--- src/dpkp_pkg.sv ---
package dpkp_pkg;

	localparam logic [7:0] TAG_SEQUENCE = 8'h30;
	localparam logic [7:0] TAG_INTEGER  = 8'h02;
	localparam logic [7:0] TAG_BITSTR   = 8'h03;
	localparam logic [7:0] LEN_LONG     = 8'h80;

	localparam logic [2:0] ST_OK    = 3'd0;
	localparam logic [2:0] ST_TAG   = 3'd1;
	localparam logic [2:0] ST_LEN   = 3'd2;
	localparam logic [2:0] ST_SIZE  = 3'd3;
	localparam logic [2:0] ST_WIDE  = 3'd4;
	localparam logic [2:0] ST_TRUNC = 3'd5;

	typedef struct packed {
		logic [7:0] byte_in;
		logic       last;
	} in_t;

	typedef struct packed {
		logic       kind;
		logic       coordinate;
		logic [4:0] position;
		logic [7:0] value;
		logic [2:0] status;
		logic       end_of_run;
	} res_t;

	typedef enum logic [2:0] {
		EM_NONE,
		EM_DIRECT,
		EM_PAD,
		EM_DATA,
		EM_VERD
	} emit_t;

	typedef struct packed {
		logic  accept;
		emit_t emit;
	} cmd_t;

	typedef struct packed {
		logic out_free;
		logic multi;
		logic first_pad;
		logic pad_last;
		logic plan_data;
		logic plan_verd;
	} sts_t;

endpackage

--- src/der_point_key_parser.sv ---
// A byte that gives at most one result is taken when the output register is free and its
// result sits in it on the next cycle: one byte per cycle while res_stall stays low.
// A byte that gives N > 1 results stalls the input, once it is taken, while the
// controller steps its results out through the output register, one per unstalled cycle.
// The asynchronous reset clears the parser to await a sequence tag with no failure and
// empties the output register; the byte marked last returns the parser to that state.
module der_point_key_parser
	import dpkp_pkg::*;
#(
	parameter int FIELD_BYTES = 28
)
(
	input  logic clk,
	input  logic arst_n,
	input  logic key_valid,
	output logic key_stall,
	input  in_t  key_word,
	output logic res_valid,
	input  logic res_stall,
	output res_t res_word
);

	cmd_t cmd;
	sts_t sts;

	dpkp_ctrl u_ctrl (
		.clk       (clk),
		.arst_n    (arst_n),
		.key_valid (key_valid),
		.key_stall (key_stall),
		.cmd       (cmd),
		.sts       (sts)
	);

	dpkp_datapath #(
		.FIELD_BYTES (FIELD_BYTES)
	) u_datapath (
		.clk       (clk),
		.arst_n    (arst_n),
		.key_word  (key_word),
		.cmd       (cmd),
		.sts       (sts),
		.res_valid (res_valid),
		.res_stall (res_stall),
		.res_word  (res_word)
	);

endmodule

--- src/dpkp_ctrl.sv ---
module dpkp_ctrl
	import dpkp_pkg::*;
(
	input  logic clk,
	input  logic arst_n,
	input  logic key_valid,
	output logic key_stall,
	output cmd_t cmd,
	input  sts_t sts
);

	typedef enum logic [1:0] {
		S_IDLE,
		S_PAD,
		S_DATA,
		S_VERD
	} state_t;

	state_t state_q;
	state_t state_nxt;

	always_comb begin
		state_nxt  = state_q;
		cmd.accept = 1'b0;
		cmd.emit   = EM_NONE;
		key_stall  = 1'b1;
		case (state_q)
			S_IDLE: begin
				key_stall = !sts.out_free;
				if (key_valid && sts.out_free) begin
					cmd.accept = 1'b1;
					if (!sts.multi) begin
						cmd.emit = EM_DIRECT;
					end else begin
						state_nxt = sts.first_pad ? S_PAD : S_DATA;
					end
				end
			end
			S_PAD: begin
				if (sts.out_free) begin
					cmd.emit = EM_PAD;
					if (sts.pad_last) begin
						state_nxt = sts.plan_data ? S_DATA : (sts.plan_verd ? S_VERD : S_IDLE);
					end
				end
			end
			S_DATA: begin
				if (sts.out_free) begin
					cmd.emit  = EM_DATA;
					state_nxt = sts.plan_verd ? S_VERD : S_IDLE;
				end
			end
			S_VERD: begin
				if (sts.out_free) begin
					cmd.emit  = EM_VERD;
					state_nxt = S_IDLE;
				end
			end
			default: begin
				state_nxt = S_IDLE;
			end
		endcase
	end

	always_ff @(posedge clk or negedge arst_n) begin
		if (!arst_n) begin
			state_q <= S_IDLE;
		end else begin
			state_q <= state_nxt;
		end
	end

`ifndef NO_ASSERTIONS
	a_accept_idle: assert property (@(posedge clk) disable iff (!arst_n)
		cmd.accept |-> state_q == S_IDLE)
		else $error("item accepted outside idle");
	a_emit_free: assert property (@(posedge clk) disable iff (!arst_n)
		cmd.emit != EM_NONE |-> sts.out_free)
		else $error("result written over a held word");
	a_multi_leaves: assert property (@(posedge clk) disable iff (!arst_n)
		cmd.accept && sts.multi |=> state_q != S_IDLE)
		else $error("multi-result byte did not start emission");
`endif

endmodule

--- src/dpkp_datapath.sv ---
module dpkp_datapath
	import dpkp_pkg::*;
#(
	parameter int FIELD_BYTES = 28
)
(
	input  logic clk,
	input  logic arst_n,
	input  in_t  key_word,
	input  cmd_t cmd,
	output sts_t sts,
	output logic res_valid,
	input  logic res_stall,
	output res_t res_word
);

	localparam int PW = $clog2(FIELD_BYTES + 1);

	typedef enum logic [4:0] {
		PH_SEQ_TAG,
		PH_SEQ_LEN,
		PH_BIT_TAG,
		PH_BIT_LEN,
		PH_BIT_BODY,
		PH_SIZE_TAG,
		PH_SIZE_LEN,
		PH_SIZE_VAL,
		PH_X_TAG,
		PH_X_LEN,
		PH_X_FIRST,
		PH_X_BODY,
		PH_Y_TAG,
		PH_Y_LEN,
		PH_Y_FIRST,
		PH_Y_BODY,
		PH_DONE
	} phase_t;

	phase_t        phase_q;
	logic [7:0]    seen_q;
	logic [7:0]    needed_q;
	logic [6:0]    left_q;
	logic [2:0]    fail_q;

	phase_t        nxt_phase;
	logic [7:0]    nxt_seen;
	logic [7:0]    nxt_needed;
	logic [6:0]    nxt_left;
	logic [2:0]    nxt_fail;

	logic [7:0]    b;
	logic          len_ok;
	logic [8:0]    end_sum;
	logic [7:0]    end_sat;
	logic [7:0]    len_needed;
	logic [6:0]    left_dec;
	logic [6:0]    count;
	logic [PW-1:0] pad_n;
	logic          has_data;
	logic [PW-1:0] data_pos;
	logic          coord;
	logic          has_verd;
	logic [2:0]    verd_status;

	logic          coord_q;
	logic [PW-1:0] pad_n_q;
	logic [PW-1:0] pos_q;
	logic          has_data_q;
	logic [PW-1:0] data_pos_q;
	logic [7:0]    data_q;
	logic          has_verd_q;
	logic [2:0]    status_q;

	logic          out_valid_q;
	res_t          out_q;
	res_t          direct_res;
	res_t          seq_res;

	assign b          = key_word.byte_in;
	assign len_ok     = b < LEN_LONG;
	assign end_sum    = {1'b0, nxt_seen} + {1'b0, b};
	assign end_sat    = end_sum[8] ? 8'hFF : end_sum[7:0];
	assign len_needed = (end_sat > needed_q) ? end_sat : needed_q;
	assign left_dec   = left_q - 7'd1;
	assign count      = left_q - {6'd0, (b == 8'd0)};

	always_comb begin
		nxt_phase   = phase_q;
		nxt_seen    = (seen_q == 8'hFF) ? seen_q : seen_q + 8'd1;
		nxt_needed  = needed_q;
		nxt_left    = left_q;
		nxt_fail    = fail_q;
		pad_n       = '0;
		has_data    = 1'b0;
		data_pos    = '0;
		coord       = 1'b0;
		if (fail_q == ST_OK) begin
			case (phase_q)
				PH_SEQ_TAG: begin
					if (b != TAG_SEQUENCE) nxt_fail = ST_TAG;
					else nxt_phase = PH_SEQ_LEN;
				end
				PH_BIT_TAG: begin
					if (b != TAG_BITSTR) nxt_fail = ST_TAG;
					else nxt_phase = PH_BIT_LEN;
				end
				PH_SIZE_TAG: begin
					if (b != TAG_INTEGER) nxt_fail = ST_TAG;
					else nxt_phase = PH_SIZE_LEN;
				end
				PH_X_TAG: begin
					if (b != TAG_INTEGER) nxt_fail = ST_TAG;
					else nxt_phase = PH_X_LEN;
				end
				PH_Y_TAG: begin
					if (b != TAG_INTEGER) nxt_fail = ST_TAG;
					else nxt_phase = PH_Y_LEN;
				end
				PH_SEQ_LEN: begin
					if (!len_ok) begin
						nxt_fail = ST_LEN;
					end else begin
						nxt_needed = len_needed;
						nxt_left   = b[6:0];
						nxt_phase  = PH_BIT_TAG;
					end
				end
				PH_BIT_LEN: begin
					if (!len_ok) begin
						nxt_fail = ST_LEN;
					end else begin
						nxt_needed = len_needed;
						nxt_left   = b[6:0];
						nxt_phase  = (b[6:0] != 7'd0) ? PH_BIT_BODY : PH_SIZE_TAG;
					end
				end
				PH_BIT_BODY: begin
					nxt_left = left_dec;
					if (left_dec == 7'd0) nxt_phase = PH_SIZE_TAG;
				end
				PH_SIZE_LEN: begin
					if (!len_ok) begin
						nxt_fail = ST_LEN;
					end else begin
						nxt_needed = len_needed;
						nxt_left   = b[6:0];
						if (b != 8'd1) nxt_fail = ST_SIZE;
						else nxt_phase = PH_SIZE_VAL;
					end
				end
				PH_SIZE_VAL: begin
					if (b != 8'(FIELD_BYTES)) nxt_fail = ST_SIZE;
					else nxt_phase = PH_X_TAG;
				end
				PH_X_LEN, PH_Y_LEN: begin
					if (!len_ok) begin
						nxt_fail = ST_LEN;
					end else begin
						nxt_needed = len_needed;
						nxt_left   = b[6:0];
						if (b == 8'd0) nxt_fail = ST_LEN;
						else nxt_phase = (phase_q == PH_X_LEN) ? PH_X_FIRST : PH_Y_FIRST;
					end
				end
				PH_X_FIRST, PH_Y_FIRST: begin
					coord = (phase_q == PH_Y_FIRST);
					if (count > 7'(FIELD_BYTES)) begin
						nxt_fail = ST_WIDE;
					end else begin
						pad_n    = PW'(7'(FIELD_BYTES) - count);
						has_data = (b != 8'd0);
						data_pos = pad_n;
						nxt_left = left_dec;
						if (left_dec != 7'd0) nxt_phase = coord ? PH_Y_BODY : PH_X_BODY;
						else nxt_phase = coord ? PH_DONE : PH_Y_TAG;
					end
				end
				PH_X_BODY, PH_Y_BODY: begin
					coord    = (phase_q == PH_Y_BODY);
					has_data = 1'b1;
					data_pos = PW'(7'(FIELD_BYTES) - left_q);
					nxt_left = left_dec;
					if (left_dec == 7'd0) nxt_phase = coord ? PH_DONE : PH_Y_TAG;
				end
				default: begin
				end
			endcase
		end
		has_verd    = key_word.last;
		verd_status = nxt_fail;
		if (nxt_fail == ST_OK && (nxt_phase != PH_DONE || nxt_needed > nxt_seen)) begin
			verd_status = ST_TRUNC;
		end
		if (key_word.last) begin
			nxt_phase  = PH_SEQ_TAG;
			nxt_seen   = 8'd0;
			nxt_needed = 8'd0;
			nxt_left   = 7'd0;
			nxt_fail   = ST_OK;
		end
	end

	always_comb begin
		direct_res            = '0;
		direct_res.end_of_run = 1'b1;
		if (pad_n != '0) begin
			direct_res.coordinate = coord;
		end else if (has_data) begin
			direct_res.coordinate = coord;
			direct_res.position   = 5'(data_pos);
			direct_res.value      = b;
		end else begin
			direct_res.kind   = 1'b1;
			direct_res.status = verd_status;
		end
	end

	assign sts.out_free  = !out_valid_q || !res_stall;
	assign sts.multi     = ((pad_n != '0) && ((pad_n != PW'(1)) || has_data || has_verd))
	                       || (has_data && has_verd);
	assign sts.first_pad = (pad_n != '0);
	assign sts.pad_last  = (pos_q == pad_n_q - PW'(1));
	assign sts.plan_data = has_data_q;
	assign sts.plan_verd = has_verd_q;

	always_ff @(posedge clk or negedge arst_n) begin
		if (!arst_n) begin
			phase_q  <= PH_SEQ_TAG;
			seen_q   <= 8'd0;
			needed_q <= 8'd0;
			left_q   <= 7'd0;
			fail_q   <= ST_OK;
		end else if (cmd.accept) begin
			phase_q  <= nxt_phase;
			seen_q   <= nxt_seen;
			needed_q <= nxt_needed;
			left_q   <= nxt_left;
			fail_q   <= nxt_fail;
		end
	end

	always_ff @(posedge clk) begin
		if (cmd.accept) begin
			coord_q    <= coord;
			pad_n_q    <= pad_n;
			pos_q      <= '0;
			has_data_q <= has_data;
			data_pos_q <= data_pos;
			data_q     <= b;
			has_verd_q <= has_verd;
			status_q   <= verd_status;
		end else if (cmd.emit == EM_PAD) begin
			pos_q <= pos_q + PW'(1);
		end
	end

	always_ff @(posedge clk or negedge arst_n) begin
		if (!arst_n) begin
			out_valid_q <= 1'b0;
		end else if (cmd.emit == EM_DIRECT) begin
			out_valid_q <= (pad_n != '0) || has_data || has_verd;
		end else if (cmd.emit != EM_NONE) begin
			out_valid_q <= 1'b1;
		end else if (!res_stall) begin
			out_valid_q <= 1'b0;
		end
	end

	always_comb begin
		seq_res = '0;
		case (cmd.emit)
			EM_DIRECT: begin
				seq_res = direct_res;
			end
			EM_PAD: begin
				seq_res.coordinate = coord_q;
				seq_res.position   = 5'(pos_q);
				seq_res.end_of_run = (pos_q == pad_n_q - PW'(1)) && !has_data_q && !has_verd_q;
			end
			EM_DATA: begin
				seq_res.coordinate = coord_q;
				seq_res.position   = 5'(data_pos_q);
				seq_res.value      = data_q;
				seq_res.end_of_run = !has_verd_q;
			end
			EM_VERD: begin
				seq_res.kind       = 1'b1;
				seq_res.status     = status_q;
				seq_res.end_of_run = 1'b1;
			end
			default: begin
			end
		endcase
	end

	always_ff @(posedge clk) begin
		if (cmd.emit != EM_NONE) begin
			out_q <= seq_res;
		end
	end

	assign res_valid = out_valid_q;
	assign res_word  = out_q;

`ifndef NO_ASSERTIONS
	a_verdict_ends: assert property (@(posedge clk) disable iff (!arst_n)
		out_valid_q && out_q.kind |-> out_q.end_of_run)
		else $error("verdict without end of run");
	a_pad_range: assert property (@(posedge clk) disable iff (!arst_n)
		cmd.emit == EM_PAD |-> pos_q < pad_n_q)
		else $error("padding position past its run");
	a_last_resets: assert property (@(posedge clk) disable iff (!arst_n)
		cmd.accept && key_word.last |=> phase_q == PH_SEQ_TAG && fail_q == ST_OK)
		else $error("parser not restarted after last byte");
`endif

endmodule

--- config.mk ---
export PLATFORM = sky130hd
export DESIGN_NAME = der_point_key_parser
export DESIGN_NICKNAME = d
export VERILOG_FILES = /design/src/dpkp_pkg.sv /design/src/der_point_key_parser.sv /design/src/dpkp_ctrl.sv /design/src/dpkp_datapath.sv
export SDC_FILE = /design/constraint.sdc
export NUM_CORES = 1
export LEC_CHECK = 0
export BUFFER_PORTS_ARGS = -buffer_cell sky130_fd_sc_hd__buf_4
export CORE_MARGIN = 1.5
export CORE_UTILIZATION = 45
export CTS_CLUSTER_SIZE = 25
export DETAILED_ROUTE_END_ITERATION = 16
export PLACE_DENSITY = 0.7
export SLEW_MARGIN = 5
export SYNTH_ARGS = -nofsm -noshare
export SYNTH_HDL_FRONTEND = slang
export SYNTH_SLANG_ARGS = --single-unit
--- constraint.sdc ---
create_clock -name clk -period 9.2 [get_ports clk]
set_clock_uncertainty 0.15 [all_clocks]
set_input_delay 1.84 -clock clk [delete_from_list [all_inputs] [get_ports clk]]
set_output_delay 1.84 -clock clk [all_outputs]
set_load 0.02 [all_outputs]
==> out/summary.txt <==
status -> complete, no violations
Synth Cell Area -> 5960 µm²
Die Width -> 118 µm
drt drc -> 0
Die Footprint -> 13,900 µm²
Post-DP HPWL -> 11.9 mm
CTS clk-pin slew, worst paths -> 0.06 ns
Internal -> 1.02 mW
vias in the first global route -> 5,309
Tmin final -> 8.01 ns
Worst EP required -> 9.12 ns
largest area contributor in the netlist -> edfxtp_1
Seq/Total Area, Yosys -> 0.376
setup TNS -> 0 ns
Worst EP arrival -> 7.93 ns
grt total ovfl -> 0
yosys warns -> 0
Sink Count -> 82
H-tree levels -> 3
Num CTS Buffers -> 9
Detail Route Antenna Nets -> 0
Setup CP Type -> input port to flop
largest net degree at the start of global routing -> 35
prevailing post-synth register cell -> edfxtp_1
Post-Route WL -> 15.8 mm
fmax -> 125 MHz
flop-to-flop setup slack -> 1.67 ns
#FFs+latches synth -> 82
Routed wire per std cell -> 18.1 µm
Synth-to-Final Area Change -> 11.6%
post-CTS setup buffer count -> 0
DR vias/cell -> 6.13
first-pass GRT wire length -> 26.0 mm
Final setup violation count -> 0
Slowest-stage cell, CP -> fa_1
unrepaired setup endpoints after global routing -> no
total core area -> 12,800 µm²
Slew HR -> 0.336
clock power share -> 0.233
initial core utilization -> 0.466
PortBufs -> 33
# diodes -> 0
Worst R2R Start -> u_datapath.seen_q[0]$_DFFE_PN0P_
post-synthesis cell count -> 681
Tcrit/Tclk final -> 0.870
Post-CTS Resized -> 0
io pins -> 34
reg2reg end -> u_datapath.res_word[3]$_DFFE_PP_
Setup crit end kind -> flop
Final Max Slew Viols -> 0
FFs w/ async S/R, synth -> 0.415
Clk Latency, worst-skew pair -> 0.35 ns
share of total power in sequential cells -> 0.350
die height -> 118 µm
nets@finish -> 747
Root Driver -> clkbuf_16
cell mode on critical path -> o21a_1
via count -> 5,367
Net Sw Frac -> 0.386
Worst path max stage delay -> 0.42 ns
Global Route Usage Sum -> 0.233
Logic pwr share -> 0.417
maximum fanout along the worst path -> 23
WHS -> 0.389 ns
Max Cap Viol -> 0
1st-iter DRT viols -> 484
CTS Hold Bufs -> 0
routability congestion estimate -> 0.943
Hold WC Path Type -> flop to flop
r2r worst-path depth -> 33
NetSw -> 0.644 mW
TritonRoute pass-1 iters -> 5
share of the synthesized area in the top cell type -> 0.217
design area -> 6650 µm²
DP Area -> 6330 µm²
leakage power -> 2.86 nW
syn_area_per_cell -> 8.75 µm²
Yosys cell types -> 80
measured slew at the worst slew-check pin -> 0.992 ns
Synth area leaders -> edfxtp_1 (22%), dfrtp_1 (14%), ha_1 (7.1%), nand2_1 (4.2%), nor2_1 (4.2%)
Mapped Nets -> 729
EDFF count, synth -> 43
share of cells above drive strength 1 -> 0.114
VDD IR-drop max -> 132 µV
hold path cells -> 2
worst hold start -> u_datapath.fail_q[0]$_DFFE_PN0P_
Max Buffers Root-to-Sink -> 2
CP startpoint kind -> input port
Hold EP -> u_datapath.fail_q[0]$_DFFE_PN0P_
CTS tree -> done
initial antenna violation count -> 0
Rows -> 41
endpoints failing hold -> 0
Pwr per Cell Area -> 251 nW/µm²
-- cell families (layout without fill, tap and decap cells) --
family | count (synthesis) | count (layout) | synth area share
compound gates | 190 | 190 | 0.219
fa+ha+maj | 35 | 35 | 0.0748
xor+xnor | 26 | 26 | 0.0382
flops | 82 | 82 | 0.376
buf+inv | 73 | 96 | 0.0485
mux | 13 | 13 | 0.0221
simple gates | 262 | 262 | 0.221
-- how the worst max path moves through the flow --
stage                            from  slack, ns                               end  depth (start not counted)
after global routing      key_word[0]       0.71  u_datapath.res_word[3]$_DFFE_PP_                         30
after floorplan           key_word[0]       1.35  u_datapath.res_word[3]$_DFFE_PP_                         33
final                     key_word[0]       1.19  u_datapath.res_word[3]$_DFFE_PP_                         30
after CTS                 key_word[0]       1.25  u_datapath.res_word[3]$_DFFE_PP_                         30
after global placement    key_word[0]       1.11  u_datapath.res_word[3]$_DFFE_PP_                         30
after detailed placement  key_word[0]       0.89  u_datapath.res_word[3]$_DFFE_PP_                         30
-- synth_stat cells, types with 4 or more instances --
cell      count
clkbuf_1     23
a211oi_1      5
a21o_1       15
and2_1        4
nand2b_1     13
xnor2_1      14
nor2_1       66
o21ai_0      35
nand2_1      66
nand3_1      27
inv_1        40
nand4_1      10
mux2i_1      12
buf_1         4
or3_1         5
nor2b_1       8
xor2_1       12
edfxtp_1     43
o21bai_1      4
nor4_1        6
a21oi_1      37
nor3_1       22
a22o_1       14
o211ai_1      4
o21a_1        9
nand3b_1      6
o22ai_1      15
dfrtp_1      34
ha_1         34
a31oi_1       5
a311oi_1      6
dfxtp_1       5
o21ai_1       5
o31ai_1       4
-- power by group through the flow --
| stage | Sequential, mW | Combinational (mW) | Clock, mW |
|---|---|---|---|
| after floorplan | 0.629 | 0.432 | 0 |
| after global placement | 0.587 | 0.681 | 0 |
| after detailed placement | 0.590 | 0.696 | 0 |
| after CTS | 0.584 | 0.699 | 0.395 |
| after global routing | 0.598 | 0.775 | 0.407 |
| final | 0.585 | 0.695 | 0.388 |
-- worst max-delay path, delay by kind of cell --
| kind | cells | cell delay [ns] |
|---|---|---|
| adders and majority gates | 4 | 1.20 |
| muxes | 1 | 0.35 |
| buffers and inverters | 4 | 0.70 |
| AOI/OAI and AO/OA | 14 | 2.84 |
| and+or+nand+nor | 7 | 1.00 |
-- flip-flops by register name, indices dropped and copies added, names as in the netlist, 2 cells and up --
register and cells:
u_datapath.data_q 8, u_datapath.data_pos_q 5, u_datapath.left_q 7, u_datapath.fail_q 3, u_datapath.status_q 3, u_datapath.needed_q 8
u_datapath.res_word 19, u_datapath.phase_q 5, u_datapath.pad_n_q 5, u_datapath.seen_q 8, u_ctrl.state_q 2, u_datapath.pos_q 5
-- metrics by stage --
stage | total power [mW] | setup WS, ns | cells | utilization
after floorplan | 1.06 | 1.35 | 681 | -
after global placement | 1.27 | 1.11 | 860 | 0.496
after detailed placement | 1.29 | 0.894 | 860 | 0.496
after CTS | 1.68 | 1.25 | 876 | 0.521
after global routing | 1.78 | 0.706 | 876 | 0.521
final | 1.67 | 1.19 | 876 | 0.521
-- layer usage --
metal / share of wire / vias to the layer above / track usage
met5: 0 / - / 0
met4: 0.039 / 0 / 0.120
met3: 0.066 / 50 / 0.0523
met2: 0.50 / 204 / 0.402
met1: 0.40 / 2561 / 0.271
li1: - / 2552 / -
-- final cells by class --
cell class,instances,area (µm²)
clock inverters,6,91.3
clock buffers,10,229
repair buffers,39,293
inverters,41,154
flip-flops and latches,82,2240
fillers,1182,6120
multi-input cells,526,3430
well taps,172,215
-- placed cells by master (no fill, tap or decap), types with 10 or more instances in the layout --
cell type,synthesis,layout
a21o_1,15,15
inv_1,40,39
xnor2_1,14,14
dfrtp_1,34,34
a22o_1,14,14
o22ai_1,15,15
nand2b_1,13,13
a21oi_1,37,37
nor3_1,22,22
edfxtp_1,43,43
mux2i_1,12,12
nand2_1,66,66
buf_4,1,39
nor2_1,66,66
xor2_1,12,12
ha_1,34,34
nand4_1,10,10
o21ai_0,35,34
nand3_1,27,27
(Power assumes the default switching activity.)
